==> config.mk <==
export PLATFORM = sky130hd
export DESIGN_NAME = sql_statement_splitter
export DESIGN_NICKNAME = d
export VERILOG_FILES = /design/src/hw/rtl/ssp_pkg.sv /design/src/hw/rtl/ssp_front.sv /design/src/hw/rtl/ssp_queue.sv /design/src/hw/rtl/ssp_back.sv /design/src/hw/rtl/sql_statement_splitter.sv
export SDC_FILE = /design/constraint.sdc
export NUM_CORES = 1
export LEC_CHECK = 0
export ABC_CLOCK_PERIOD_IN_PS = 4900
export BUFFER_PORTS_ARGS = -buffer_cell sky130_fd_sc_hd__buf_2
export CAP_MARGIN = 20
export CORE_ASPECT_RATIO = 1.25
export CORE_UTILIZATION = 40
export CTS_BUF_LIST = sky130_fd_sc_hd__clkbuf_4 sky130_fd_sc_hd__clkbuf_8
export CTS_CLUSTER_DIAMETER = 150
export DETAILED_ROUTE_END_ITERATION = 10
export GPL_ROUTABILITY_DRIVEN = 0
export HOLD_SLACK_MARGIN = 0.15
export SYNTH_ARGS = -nofsm -noshare
export SYNTH_HDL_FRONTEND = slang
export SYNTH_HIERARCHICAL = 1
export SYNTH_SLANG_ARGS = --single-unit
export TNS_END_PERCENT = 50
==> constraint.sdc <==
create_clock -name clk -period 4.9 [get_ports clk]
set_clock_uncertainty 0.05 [all_clocks]
set_input_delay 0.49 -clock clk [delete_from_list [all_inputs] [get_ports clk]]
set_output_delay 0.49 -clock clk [all_outputs]
set_load 0.005 [all_outputs]
==> src/hw/rtl/ssp_pkg.sv <==
// Shared types and constants for the SQL statement splitter.
package ssp_pkg;

	localparam int OFFSET_BITS_DEF = 16;
	localparam int OUT_BITS        = 16;
	localparam int QDEPTH          = 4;
	localparam int QPTR_BITS       = $clog2(QDEPTH);
	localparam int QCNT_BITS       = $clog2(QDEPTH + 1);

	localparam logic [7:0] TERM_RESET = 8'd59;
	localparam logic [7:0] CH_LF      = 8'h0A;
	localparam logic [7:0] CH_SPACE   = 8'h20;
	localparam logic [7:0] CH_STAR    = 8'h2A;
	localparam logic [7:0] CH_SLASH   = 8'h2F;
	localparam logic [7:0] CH_DASH    = 8'h2D;
	localparam logic [7:0] CH_SQUOTE  = 8'h27;
	localparam logic [7:0] CH_DQUOTE  = 8'h22;
	localparam logic [7:0] CH_NONE    = 8'h00;

	typedef enum logic [1:0] {
		SKIP_NORMAL,
		SKIP_LINE,
		SKIP_BLOCK,
		SKIP_CLOSING
	} skip_t;

	typedef enum logic [1:0] {
		QUOTE_NORMAL,
		QUOTE_STRING,
		QUOTE_IDENT
	} quote_t;

	typedef struct packed {
		logic [OUT_BITS-1:0] start_ofs;
		logic [OUT_BITS-1:0] stop_ofs;
		logic                term;
	} result_t;

	// up to two results from one request, packed into slot r0 first
	typedef struct packed {
		result_t r0;
		result_t r1;
		logic    two;
	} rec_t;

endpackage

==> src/hw/rtl/ssp_front.sv <==
// Front end: byte lookahead, comment skipping and statement scanning.
module ssp_front #(
	parameter int OFFSET_BITS = ssp_pkg::OFFSET_BITS_DEF
) (
	input  logic           clk,
	input  logic           arst_n,
	input  logic           in_valid,
	output logic           in_stall,
	input  logic [7:0]     text_byte,
	input  logic           end_of_text,
	input  logic [7:0]     term_char,
	input  logic           q_full,
	output logic           push,
	output ssp_pkg::rec_t  push_rec
);
	import ssp_pkg::*;

	localparam logic [OFFSET_BITS-1:0] OFS_MAX = '1;

	typedef struct packed {
		skip_t                  skip;
		logic                   scan;
		quote_t                 quote;
		logic [OFFSET_BITS-1:0] start;
	} st_t;

	typedef struct packed {
		st_t  st;
		logic hit;
	} pr_t;

	localparam st_t ST_RESET = '{skip: SKIP_NORMAL, scan: 1'b0, quote: QUOTE_NORMAL,
		start: '0};

	function automatic logic [OFFSET_BITS-1:0] sat_inc(input logic [OFFSET_BITS-1:0] v);
		sat_inc = (v == OFS_MAX) ? v : v + 1'b1;
	endfunction

	function automatic pr_t process(input logic [7:0] b, input logic [7:0] la,
		input logic [OFFSET_BITS-1:0] ofs, input st_t st, input logic [7:0] tc);
		pr_t  r;
		logic go;
		r.st = st;
		r.hit = 1'b0;
		go = 1'b1;
		if (!st.scan) begin
			go = 1'b0;
			case (st.skip)
				SKIP_LINE: begin
					if (b == CH_LF) r.st.skip = SKIP_NORMAL;
				end
				SKIP_BLOCK: begin
					if (b == CH_STAR && la == CH_SLASH) r.st.skip = SKIP_CLOSING;
				end
				SKIP_CLOSING: begin
					r.st.skip = SKIP_NORMAL;
				end
				default: begin
					if (b == CH_DASH && la == CH_DASH) r.st.skip = SKIP_LINE;
					else if (b == CH_SLASH && la == CH_STAR) r.st.skip = SKIP_BLOCK;
					else if (!(b == CH_SPACE || b inside {[8'h09:8'h0D]})) begin
						go = 1'b1;
						r.st.scan = 1'b1;
						r.st.start = ofs;
						r.st.quote = QUOTE_NORMAL;
					end
				end
			endcase
		end
		if (go) begin
			case (r.st.quote)
				QUOTE_STRING: begin
					if (b == CH_SQUOTE) r.st.quote = QUOTE_NORMAL;
				end
				QUOTE_IDENT: begin
					if (b == CH_DQUOTE) r.st.quote = QUOTE_NORMAL;
				end
				default: begin
					if (b == tc) begin
						r.hit = 1'b1;
						r.st.scan = 1'b0;
						r.st.skip = SKIP_NORMAL;
						r.st.quote = QUOTE_NORMAL;
					end else if (b == CH_DQUOTE) begin
						r.st.quote = QUOTE_IDENT;
					end else if (b == CH_SQUOTE) begin
						r.st.quote = QUOTE_STRING;
					end
				end
			endcase
		end
		process = r;
	endfunction

	st_t                    st_q;
	logic [7:0]             held_byte_q;
	logic                   held_valid_q;
	logic [OFFSET_BITS-1:0] held_ofs_q;
	logic [OFFSET_BITS-1:0] pos_q;

	logic    accept;
	pr_t     p1, p2;
	logic    e1, e2, e3;
	result_t res1, res2, res3;

	assign in_stall = q_full;
	assign accept   = in_valid & ~in_stall;

	always_comb begin
		p1 = '{st: st_q, hit: 1'b0};
		if (held_valid_q) p1 = process(held_byte_q, text_byte, held_ofs_q, st_q, term_char);
		p2 = process(text_byte, CH_NONE, pos_q, p1.st, term_char);
		e1 = p1.hit;
		e2 = end_of_text & p2.hit;
		e3 = end_of_text & p2.st.scan;
		res1 = '{start_ofs: OUT_BITS'(p1.st.start), stop_ofs: OUT_BITS'(held_ofs_q),
			term: 1'b1};
		res2 = '{start_ofs: OUT_BITS'(p2.st.start), stop_ofs: OUT_BITS'(pos_q), term: 1'b1};
		res3 = '{start_ofs: OUT_BITS'(p2.st.start), stop_ofs: OUT_BITS'(sat_inc(pos_q)),
			term: 1'b0};
		push_rec.two = (e1 & (e2 | e3)) | (e2 & e3);
		if (e1) push_rec.r0 = res1;
		else if (e2) push_rec.r0 = res2;
		else push_rec.r0 = res3;
		if (e1 & e2) push_rec.r1 = res2;
		else push_rec.r1 = res3;
		push = accept & (e1 | e2 | e3);
	end

	always_ff @(posedge clk or negedge arst_n) begin
		if (!arst_n) begin
			st_q         <= ST_RESET;
			held_valid_q <= 1'b0;
			held_byte_q  <= '0;
			held_ofs_q   <= '0;
			pos_q        <= '0;
		end else if (accept) begin
			if (end_of_text) begin
				st_q         <= ST_RESET;
				held_valid_q <= 1'b0;
				held_byte_q  <= '0;
				held_ofs_q   <= '0;
				pos_q        <= '0;
			end else begin
				st_q         <= p1.st;
				held_valid_q <= 1'b1;
				held_byte_q  <= text_byte;
				held_ofs_q   <= pos_q;
				pos_q        <= sat_inc(pos_q);
			end
		end
	end

endmodule

==> src/hw/rtl/ssp_queue.sv <==
// Result queue between the front end and the output side.
module ssp_queue (
	input  logic          clk,
	input  logic          arst_n,
	input  logic          push,
	input  ssp_pkg::rec_t push_rec,
	input  logic          pop,
	output logic          full,
	output logic          head_valid,
	output ssp_pkg::rec_t head_rec
);
	import ssp_pkg::*;

	rec_t                 mem_q [QDEPTH];
	logic [QPTR_BITS-1:0] wr_ptr_q, rd_ptr_q;
	logic [QCNT_BITS-1:0] cnt_q;
	logic                 do_pop;

	assign full       = (cnt_q == QCNT_BITS'(QDEPTH));
	assign head_valid = (cnt_q != '0);
	assign head_rec   = mem_q[rd_ptr_q];
	assign do_pop     = pop & head_valid;

	always_ff @(posedge clk) begin
		if (push) mem_q[wr_ptr_q] <= push_rec;
	end

	always_ff @(posedge clk or negedge arst_n) begin
		if (!arst_n) begin
			wr_ptr_q <= '0;
			rd_ptr_q <= '0;
			cnt_q    <= '0;
		end else begin
			if (push) wr_ptr_q <= wr_ptr_q + 1'b1;
			if (do_pop) rd_ptr_q <= rd_ptr_q + 1'b1;
			if (push & ~do_pop) cnt_q <= cnt_q + 1'b1;
			else if (do_pop & ~push) cnt_q <= cnt_q - 1'b1;
		end
	end

endmodule

==> src/hw/rtl/ssp_back.sv <==
// Output side: delivers the one or two results of each queued record.
module ssp_back (
	input  logic                          clk,
	input  logic                          arst_n,
	input  logic                          head_valid,
	input  ssp_pkg::rec_t                 head_rec,
	output logic                          pop,
	output logic                          out_valid,
	input  logic                          out_stall,
	output logic [ssp_pkg::OUT_BITS-1:0]  stmt_start,
	output logic [ssp_pkg::OUT_BITS-1:0]  stmt_end,
	output logic                          terminated,
	output logic                          last_result
);
	import ssp_pkg::*;

	logic    slot_q;
	logic    fire;
	result_t cur;

	assign cur         = slot_q ? head_rec.r1 : head_rec.r0;
	assign out_valid   = head_valid;
	assign stmt_start  = cur.start_ofs;
	assign stmt_end    = cur.stop_ofs;
	assign terminated  = cur.term;
	assign last_result = slot_q | ~head_rec.two;
	assign fire        = out_valid & ~out_stall;
	assign pop         = fire & last_result;

	always_ff @(posedge clk or negedge arst_n) begin
		if (!arst_n) begin
			slot_q <= 1'b0;
		end else if (fire) begin
			slot_q <= ~last_result;
		end
	end

endmodule

==> src/hw/rtl/sql_statement_splitter.sv <==
// SQL statement splitter top level: config register, front end, queue, output side.
// A byte's result is pushed into the registered result queue once the request that
// supplies its lookahead is accepted (the next byte, or the same one with end_of_text set).
// Throughput: one byte per cycle unless in_stall; a two-result request yields two outputs.
// in_stall rises only when the four-entry result queue is full.
// Reset: asynchronous; scan state, offsets and queue clear, terminator returns to ';'.
module sql_statement_splitter #(
	parameter int OFFSET_BITS = ssp_pkg::OFFSET_BITS_DEF
) (
	input  logic                          clk,
	input  logic                          arst_n,
	input  logic                          in_valid,
	output logic                          in_stall,
	input  logic [7:0]                    text_byte,
	input  logic                          end_of_text,
	output logic                          out_valid,
	input  logic                          out_stall,
	output logic [ssp_pkg::OUT_BITS-1:0]  stmt_start,
	output logic [ssp_pkg::OUT_BITS-1:0]  stmt_end,
	output logic                          terminated,
	output logic                          last_result,
	input  logic                          cfg_valid,
	output logic                          cfg_ready,
	input  logic [7:0]                    terminator_char
);
	import ssp_pkg::*;

	logic [7:0] term_q;
	logic       push, pop, full, head_valid;
	rec_t       push_rec, head_rec;

	assign cfg_ready = 1'b1;

	always_ff @(posedge clk or negedge arst_n) begin
		if (!arst_n) begin
			term_q <= TERM_RESET;
		end else if (cfg_valid & cfg_ready) begin
			term_q <= terminator_char;
		end
	end

	ssp_front #(.OFFSET_BITS(OFFSET_BITS)) u_front (
		.clk        (clk),
		.arst_n     (arst_n),
		.in_valid   (in_valid),
		.in_stall   (in_stall),
		.text_byte  (text_byte),
		.end_of_text(end_of_text),
		.term_char  (term_q),
		.q_full     (full),
		.push       (push),
		.push_rec   (push_rec)
	);

	ssp_queue u_queue (
		.clk       (clk),
		.arst_n    (arst_n),
		.push      (push),
		.push_rec  (push_rec),
		.pop       (pop),
		.full      (full),
		.head_valid(head_valid),
		.head_rec  (head_rec)
	);

	ssp_back u_back (
		.clk        (clk),
		.arst_n     (arst_n),
		.head_valid (head_valid),
		.head_rec   (head_rec),
		.pop        (pop),
		.out_valid  (out_valid),
		.out_stall  (out_stall),
		.stmt_start (stmt_start),
		.stmt_end   (stmt_end),
		.terminated (terminated),
		.last_result(last_result)
	);

endmodule

After elaboration in Yosys (flattened, before gate mapping)
Memory sizes are Yosys's and may differ from the RTL's.
Cells that the tools add are included.
Word-level totals
  memories kept: 1
  register bits: 78
  RAM bits: 268
  input port bits: 22
  output and inout bits: 37
Memories
  u_queue.mem_q: depth 4, width 67, read ports 1, clocked after Yosys merged registers in 0, write ports 1, RTL line ssp_queue.sv:14  | rec_t mem_q [QDEPTH];
Cells by class
  add/subtract/negate cells: 5
  bitwise logic cells: 23
  muxes and demuxes: 62
  equal/unequal tests: 27
  magnitude comparators: 4
  reductions and logical operators: 13
Operators with widths (count)
  $mux W19: 7
  $eq A8 B6 Y1 const B: 12
  $mux W33: 2
  $mux W21: 3
  $mux W16: 3
  $mux W17: 2
  $mux W2: 14
  $mux W22: 1
  $mux W1: 20
  $add A16 B1 Y16 const B: 1
  $eq A16 B16 Y1 const B: 1
  $eq A8 B8 Y1: 2
  $ge A8 B4 Y1 const B: 2
  $le A8 B4 Y1 const B: 2
  $mux W3: 5
  $and A1 B1 Y1: 12
  $eq A2 B2 Y1 const B: 6
  $eq A2 B1 Y1 const B: 4
  $eq A8 B4 Y1 const B: 1
  $mux W8: 1
  $pmux W2 S2: 2
  $not A1 Y1: 6
  $pmux W2 S3: 1
  $reduce_or A3 Y1: 2
  11 further kinds: 22

Depth between registers and ports, before layout
Gate-level depths: netlist (run 1).
  word-level depth: 31
  depth in mapped cells: 20
  depth with buffers taken out: 17

Cells and area by module
The synthesis (run 1) kept the hierarchy.
Modules (own cells, without submodules)
  ssp_queue: cells each 385, times used 1, area each 10072.2 µm²
  ssp_front: cells each 644, times used 1, area each 4987.3 µm²
  ssp_back: cells each 44, times used 1, area each 616.8 µm²
  sql_statement_splitter: cells each 19, times used 1, area each 349.1 µm²

Least setup slack after synthesis (run 1)
OpenSTA, ideal clock, no wires.
  kind: input port to flip-flop
  start point: in text_byte[1]
  end point: mem u_queue/mem_q[2][0] (netlist name), enable pin
  data arrival time: 4.647 ns
  setup time: 0.432 ns
  stages on the path: 15
  slack: -0.229 ns
  buffers on the path: 4
  required time: 4.418 ns
  cells stage by stage: buf_2 > nor3b_1 > nand4_1 > o211a_4 > nand2_1 > o21a_1 > inv_1 > ha_1 > and3_1 > nand2b_1 > clkbuf_1 > clkbuf_1 > clkbuf_1 > a21oi_1 > and2_1
Between the ends
  word-level cells in the longest chain between the ends: 26
  elaborated cells on any way between the ends: 67
  classes of those cells: order compare (2); eq/ne (12); mux (40); bitwise (5); reduce/logical (8)
Ends and longest elaborated chain
  start, declared: RTL line sql_statement_splitter.sv:14  | input logic [7:0] text_byte,
  $eq A8 B6 Y1: RTL line ssp_front.sv:60  | else if (b == CH_SLASH && la == CH_STAR) r.st.skip = SKIP_BLOCK;
  $logic_and A1 B1 Y1: RTL line ssp_front.sv:60
  $mux W19: RTL line ssp_front.sv:60
  $mux W19: RTL line ssp_front.sv:59  | if (b == CH_DASH && la == CH_DASH) r.st.skip = SKIP_LINE;
  $mux W19: RTL line ssp_front.sv:48  | case (st.skip)
  $mux W21: RTL line ssp_front.sv:46  | if (!st.scan) begin
  $mux W21: RTL line ssp_front.sv:111  | if (held_valid_q) p1 = process(held_byte_q, text_byte, held_ofs_q, st_q, term_char);
  $eq A2 B1 Y1 (tied with other cells): RTL line ssp_front.sv:71  | case (r.st.quote)
  [11 not listed]
  $mux W1: RTL line ssp_front.sv:70  | if (go) begin
  $and A1 B1 Y1: RTL line ssp_front.sv:114  | e2 = end_of_text & p2.hit;
  $or A1 B1 Y1: RTL line ssp_front.sv:127  | push = accept & (e1 | e2 | e3);
  $or A1 B1 Y1 (*): RTL line ssp_front.sv:127
  $and A1 B1 Y1 (*): RTL line ssp_front.sv:127
  net push: RTL line sql_statement_splitter.sv:29  | logic push, pop, full, head_valid;
  $mux W1 (*): RTL line ssp_queue.sv:25  | if (push) mem_q[wr_ptr_q] <= push_rec;
  $mux W1 (not written as such) (*): RTL line ssp_queue.sv:25
  end, declared: RTL line ssp_queue.sv:14
The timed path passes the listed nets; every way through them passes the cells marked *. The select of a mux whose other input is x is not followed.

Worst setup path after layout (run 1)
  start point: in text_byte[4]
  end point: reg u_queue.cnt_q[2]
Between the ends
  word-level cells in the longest chain between the ends: 27
  elaborated cells on any way between the ends: 70
  classes of those cells: order compare (2); eq/ne (12); mux (39); bitwise (8); reduce/logical (9)
Ends and longest elaborated chain
  $eq A8 B6 Y1: RTL line ssp_front.sv:60
  $logic_and A1 B1 Y1: RTL line ssp_front.sv:60
  $mux W19: RTL line ssp_front.sv:60
  $mux W19: RTL line ssp_front.sv:59
  $mux W19: RTL line ssp_front.sv:48
  $mux W21: RTL line ssp_front.sv:46
  $mux W21: RTL line ssp_front.sv:111
  $eq A2 B1 Y1 (tied with other cells): RTL line ssp_front.sv:71
  [12 not listed]
  $and A1 B1 Y1: RTL line ssp_front.sv:114
  $or A1 B1 Y1: RTL line ssp_front.sv:127
  $or A1 B1 Y1 (*): RTL line ssp_front.sv:127
  $and A1 B1 Y1 (*): RTL line ssp_front.sv:127
  net push: RTL line sql_statement_splitter.sv:29
  $not A1 Y1: RTL line ssp_queue.sv:37  | else if (do_pop & ~push) cnt_q <= cnt_q - 1'b1;
  $and A1 B1 Y1: RTL line ssp_queue.sv:37
  $reduce_bool A2 Y1 (no line)
  end signal, assigned: RTL line ssp_queue.sv:36  | if (push & ~do_pop) cnt_q <= cnt_q + 1'b1;
  end signal, assigned: RTL line ssp_queue.sv:37
  end, declared: RTL line ssp_queue.sv:16  | logic [QCNT_BITS-1:0] cnt_q;
Marked as above.
A chain may end at the register's enable or synchronous reset.

==> summary.md, run 1 <==
| Metric | Value |
|---|---|
| Final Instance Count excl. Fillers | 1709 |
| Critical path class | input pin to flip-flop |
| R2r worst-path depth | 18 |
| Async S/R FF share, synth | 22.5% |
| Status | completed |
| Fmax | 227 MHz |
| Antenna violations before repair | 0 |
| Hold Vio Cnt, Final | 0 |
| Die area | 0.0409 mm² |
| Cells after DPL | 1593 |
| Final instance area | 0.0180 mm² |
| Startpoint types | input pin |
| Most common cell after layout, fill and taps aside | edfxtp_1 |
| Reg-to-reg slack, setup | 530 ps |
| Yosys warnings | 6 |
| Syn nets | 1123 |
| Gr ovfl total | 0 |
| Clock Root Buffer | clkbuf_8 |
| # setup viols final | 0 |
| Mapped Cells | 1092 |
| Worst Path Max Fanout | 8 |
| Initial core utilization | 40.8% |
| Antenna cells | 0 |
| Chip width | 181 µm |
| Detailed placement HPWL | 21.9 mm |
| Share of layout cells above drive strength 1 | 25.8% |
| Least-Margin Pin Slew | 761 ps |
| Period Utilization, post-route | 90.0% |
| Worst VDD drop | 0.253 mV |
| Placeable Area | 0.0393 mm² |
| Worst-path clk slew | 60 ps |
| Post-DP Area | 0.0167 mm² |
| First-pass GRT wire length | 55.4 mm |
| Post-synthesis sequential area ratio | 62.4% |
| Clk sinks | 346 |
| Util after Layout | 45.8% |
| Ports | 59 |
| CTS tree | done |
| Headroom to the max-slew limit | 48.9% |
| LEAKAGE | 6.54 nW |
| Final Critical Period | 4410 ps |
| Final wirelength | 35.1 mm |
| CP Capture Type | flip-flop |
| Clock buffer depth | 3 |
| Global Route Usage Sum | 17.7% |
| Routed vias | 9488 |
| Pin count of the biggest net entering global routing | 79 |
| Max cap viols | 0 |
| Mapped Area | 0.0160 mm² |
| # DRC | 0 |
| Post-synth top flop | edfxtp_1 |
| Num rows | 81 |
| Die extent in y | 226 µm |
| Post-synth EDFFs | 268 |
| Worst Path Arrival | 4890 ps |
| Power per standard cell area | 525 mW/mm² |
| Commonest cells after routing, fill and taps aside | edfxtp_1, nand2_1, dfrtp_1 |
| Clock latency at the later pin of the worst-skew pair | 610 ps |
| Synthesized area per cell | 14.7 µm² |
| Fin. max-slew vios | 0 |
| Worst EP required | 5380 ps |
| 1st-pass router iterations | 6 |
| Number of synthesized register bits | 346 |
| Port Buf Inserts | 57 |
| Unrepaired setup endpoints after global routing | no |
| Vias in the first global route | 9669 |
| DRT iter0 DRCs | 650 |
| Min-Delay Path Class | input pin to async pin |
| Pwr Total | 9.47 mW |
| Vias per inst | 5.55 |
| Avg WL per Cell | 20.5 µm |
| Distinct cells, synth | 73 |
| Detail Route Antenna Nets | 0 |
| P&R area growth vs syn | 12.5% |
| Nets | 1200 |
| Post-CTS Resized | 0 |
| H-Tree Depth | 2 |
| TritonCTS Buffers | 53 |
## cells in the mapped netlist (13+ instances only)
| cell type | n | area (µm²) |
|---|---|---|
| mux2_4 | 38 | 571 |
| and2_1 | 17 | 106 |
| edfxtp_1 | 268 | 8050 |
| o21ai_0 | 48 | 240 |
| xnor2_1 | 18 | 158 |
| o31ai_1 | 18 | 135 |
| a22o_1 | 16 | 140 |
| mux4_2 | 67 | 1510 |
| xor2_1 | 14 | 123 |
| nand3_1 | 25 | 125 |
| buf_2 | 13 | 65.1 |
| nand2_1 | 95 | 357 |
| a21oi_1 | 50 | 250 |
| inv_1 | 15 | 56.3 |
| nor2_1 | 63 | 236 |
| nor3_1 | 18 | 90.1 |
| dfrtp_1 | 73 | 1830 |
| clkbuf_1 | 48 | 180 |
| mux2i_1 | 23 | 230 |
## layer usage
layer	wire (µm)	vias up	track usage, %
met5	0	-	0
met4	973	0	6.92
met3	1760	61	3.11
met2	17800	267	30.7
met1	14500	4826	22.1
li1	-	4334	-
## through the flow
| stage | setup TNS (ps) | setup WS, ps | hold slack, ps |
|---|---|---|---|
| detailed placement | 0 | 470 | 410 |
| floorplan | -30470 | -228 | 144 |
| global route | 0 | 213 | 194 |
| CTS | 0 | 538 | 235 |
| global placement | 0 | 560 | 408 |
| finish | 0 | 492 | 208 |
## power by group
group	internal [mW]	switching (mW)
Clock	1.34	1.11
Combinational	1.42	1.53
Sequential	3.78	0.286
## worst max-delay path, cell delays in order
cell and delay, ps:
dlygate4sd3_1 530, buf_2 160, nor4b_4 340, nand2_2 130
o211a_4 310, nand2_1 70, o21a_1 130, inv_1 50
ha_1 320, nand2_1 140, a211oi_1 520, o21ai_0 230
a21oi_1 220, buf_4 180, ha_1 190, inv_1 60
fa_1 390, xor2_1 160, nor2_1 120, xor2_1 150
## flip-flops by register name, summed over array words and instances, names as in the netlist
signal	cells
u_front/held_byte_q	8
term_q	8
u_queue/rd_ptr_q	2
u_back/slot_q	1
u_front/pos_q	16
u_front/held_valid_q	1
u_front/st_q	21
u_front/held_ofs_q	16
u_queue/mem_q	268
u_queue/wr_ptr_q	2
u_queue/cnt_q	3
## kinds of logic (layout without fill, tap and decap cells)
logic type / after synthesis / in the layout / share of synthesized area, %
flops: 346 / 346 / 62.4
compound gates: 188 / 188 / 7.81
mux: 139 / 139 / 15.2
fa+ha+maj: 9 / 9 / 0.750
xor+xnor: 32 / 32 / 1.75
simple gates: 281 / 281 / 8.72
other cells: 1 / 1 / 0.0234
buf+inv: 96 / 215 / 3.33
## layout make-up
cell class	instances	area, µm²
fillers	3489	21300
flip-flops and latches	346	10000
multi-input cells	650	5500
clock buffers	72	891
repair buffers	102	741
well taps	498	623
clock inverters	25	195
inverters	16	60.1
## path summary, 6_finish.rpt
path	endpoint	from
worst max-delay path	u_queue/cnt_q[2]	text_byte[4]
worst min-delay path	u_queue/cnt_q[1]	arst_n
worst max register to register	u_queue/cnt_q[2]	u_front/held_byte_q[0]
worst min register to register	u_front/st_q[15]	u_front/st_q[15]
max in group asynchronous	u_front/st_q[13]	arst_n
min in group clk	term_q[2]	cfg_valid
## repair_timing
action | CTS | global route
hold endpoints to repair | 90 | 0
hold buffers | 18 | 0
buffers inserted | 0 | 0
Note: power is estimated with default switching activity, not from simulation.
==> run 2: changes to the inputs <==
--- a/config.mk
+++ b/config.mk
@@ -9,7 +9,7 @@
 export BUFFER_PORTS_ARGS = -buffer_cell sky130_fd_sc_hd__buf_2
 export CAP_MARGIN = 20
 export CORE_ASPECT_RATIO = 1.25
-export CORE_UTILIZATION = 40
+export CORE_UTILIZATION = 45
 export CTS_BUF_LIST = sky130_fd_sc_hd__clkbuf_4 sky130_fd_sc_hd__clkbuf_8
 export CTS_CLUSTER_DIAMETER = 150
 export DETAILED_ROUTE_END_ITERATION = 10
==> run 2 against run 1 <==
Effect of this change:
- design area is 0.78% higher
- flip-flop and latch count did not move
- cell count down 1.1%
- die area fell by 11%
- worst setup slack better by 0.87 ps
- critical path type unchanged
==> summary.md, run 2 (synthesis results as in run 1) <==
| Metric | Value |
|---|---|
| P&R area growth vs syn | 13.3% |
| Cts-stage hold buffer count | 17 (-1) |
| CP Capture Type | flip-flop |
| Clk sinks | 346 (unchanged) |
| # setup viols final | 0 (unchanged) |
| Initial core utilization | 46.0% (+5.3 points) |
| 1st-pass router iterations | 7 (+1) |
| Period Utilization, post-route | 89.9% (about the same) |
| Chip width | 171 µm (-5.7%) |
| Nets | 1208 (+0.67%) |
| Cells after DPL | 1572 (-1.3%) |
| Ports | 59 (unchanged) |
| Placeable Area | 0.0348 mm² (-11%) |
| Detail Route Antenna Nets | 0 (unchanged) |
| Detailed placement HPWL | 22.8 mm (+4.0%) |
| Clock buffer depth | 3 (unchanged) |
| Startpoint types | input pin |
| Reg-to-reg slack, setup | 570 ps (+40 ps) |
| Post-CTS Resized | 0 (unchanged) |
| Final Critical Period | 4410 ps (-0.874 ps) |
| Post-DP Area | 0.0168 mm² (+0.34%) |
| Fin Hold WS | 210 ps (+1.88 ps) |
| CTS tree | done |
| H-Tree Depth | 2 (unchanged) |
| First-pass GRT wire length | 56.4 mm (+1.8%) |
| Commonest cells after routing, fill and taps aside | edfxtp_1, nand2_1, dfrtp_1 |
| Switching Fraction | 30.5% (-0.44 points) |
| Final instance area | 0.0182 mm² (+0.78%) |
| Routed vias | 9441 (-0.50%) |
| Largest reg by FF count | u_queue/mem_q |
| Unrepaired setup endpoints after global routing | no |
| R2r worst-path depth | 18 (unchanged) |
| Register area | 0.0100 mm² (unchanged) |
| Least-Margin Pin Slew | 1100 ps (+337 ps) |
| Gr ovfl total | 0 (unchanged) |
| Die area | 0.0364 mm² (-11%) |
| LEAKAGE | 6.63 nW (+1.4%) |
| Psw | 2.94 mW (+0.66%) |
| Max cap viols | 0 (unchanged) |
| Pin count of the biggest net entering global routing | 79 (unchanged) |
| Clock Root Buffer | clkbuf_8 |
| Seq pwr share | 41.5% (-1.5 points) |
| Num rows | 76 (-6.2%) |
| Worst Path Max Fanout | 8 (unchanged) |
| DRT iter0 DRCs | 679 (+4.5%) |
| Regs by FF count | u_queue/mem_q x268, u_front/st_q x21 |
| Most common cell after layout, fill and taps aside | edfxtp_1 |
| Final wirelength | 35.8 mm (+2.2%) |
| Fmax | 227 MHz (about the same) |
| Clock latency at the later pin of the worst-skew pair | 600 ps (about the same) |
| Multi-input gate area in the final layout | 0.00550 mm² (about the same) |
| Antenna violations before repair | 0 (unchanged) |
| Critical path class | input pin to flip-flop |
| Worst VDD drop | 0.325 mV (+29%) |
| Global Route Usage Sum | 20.8% (+3.0 points) |
| Power per standard cell area | 532 mW/mm² (+1.3%) |
| Fin. max-slew vios | 0 (unchanged) |
| # Post-CTS Setup Buffers | 0 (unchanged) |
| Worst EP required | 5350 ps (-30 ps) |
| Die extent in y | 213 µm (-5.7%) |
| Worst Path Arrival | 4860 ps (-30 ps) |
| Avg WL per Cell | 21.2 µm (+3.3%) |
| Fill cell count | 2951 (-15%) |
| TritonCTS Buffers | 53 (unchanged) |
| Hold Vio Cnt, Final | 0 (unchanged) |
| Number of flip-flops in the largest register | 268 (unchanged) |
| Int Power | 6.72 mW (+2.8%) |
| R2r startpoint | u_front/held_byte_q[1] |
| Share of layout cells above drive strength 1 | 26.8% (+0.99 points) |
| Worst-path clk slew | 60 ps (about the same) |
| Min-Delay Path Class | input pin to async pin |
| Comb pwr share | 31.7% (+0.6 points) |
| Antenna cells | 0 (unchanged) |
| Final Instance Count excl. Fillers | 1690 (-1.1%) |
| Status | completed |
| Vias in the first global route | 9828 (+1.6%) |
| Clock power share | 26.7% (+0.8 points) |
| Vias per inst | 5.59 (+0.62%) |
| Reg-to-Reg End | u_queue/cnt_q[2] |
| Port Buf Inserts | 57 (unchanged) |
| Headroom to the max-slew limit | 26.8% (-22 points) |
| # DRC | 0 (unchanged) |
==> run 2: cell count changes in the layout (fill, tap and decap cells not counted), sizes merged, moves of 2 or more <==
cell    delta
clkbuf     +5
buf        +9
inv        -2
clkinv     -2
==> run 2: worst max-delay path, stage by stage <==
cell           delay [ps]
dlygate4sd3_1         530
buf_2                 160
nor4b_4               340
nand2_2               130
o211a_4               310
nand2_1                70
o21a_1                130
inv_1                  50
ha_1                  330
nand2_1               130
a211oi_1              480
o21ai_0               260
a21oi_1               200
buf_4                 160
ha_1                  190
inv_1                  60
fa_1                  380
xor2_1                150
nor2_1                130
xor2_1                160
==> run 2: layout make-up <==
type                       count  share of cell area (%)
clock inverter                23                    1.14
clock buffer                  77                    5.35
multi-input combinational    650                    30.3
sequential                   346                    55.1
tap                          468                    3.22
inverter                      16                   0.331
timing repair buffer         110                    4.53
==> run 2: routing by layer <==
layer	wire (µm)	track usage [%]	vias to the layer above
met5	0	0	-
met4	1100	8.33	0
met3	1620	3.41	77
met2	18100	35.5	240
met1	15000	26.3	4773
li1	-	-	4351
==> run 2: metrics by stage <==
stage / setup TNS (ps) / total power, mW / worst slack, ps / util, %
floorplan: -30470 / 6.28 / -228 / -
global placement: 0 / 7.15 / 527 / 48.2
detailed placement: 0 / 7.19 / 512 / 48.2
CTS: 0 / 9.82 / 515 / 52.1
global route: 0 / 10.2 / 154 / 52.2
finish: 0 / 9.67 / 493 / 52.2
==> run 2: worst max-delay path by stage <==
stage / start / slack [ps] / end / depth (start not counted)
floorplan: text_byte[1] / -230 / u_queue/mem_q[3][0] / 15
global placement: text_byte[4] / 530 / u_queue/mem_q[3][0] / 15
finish: text_byte[4] / 490 / u_queue/cnt_q[2] / 20
detailed placement: text_byte[4] / 510 / u_queue/cnt_q[2] / 19
CTS: text_byte[4] / 520 / u_queue/cnt_q[2] / 20
global route: text_byte[4] / 150 / u_queue/cnt_q[2] / 20
==> run 2: power by group through the flow <==
stage	logic, mW	clock network (mW)	registers [mW]
finish	3.07	2.58	4.01
global route	3.35	2.78	4.06
CTS	3.14	2.66	4.02
detailed placement	3.11	0	4.08
global placement	3.09	0	4.06
floorplan	2.34	0	3.94
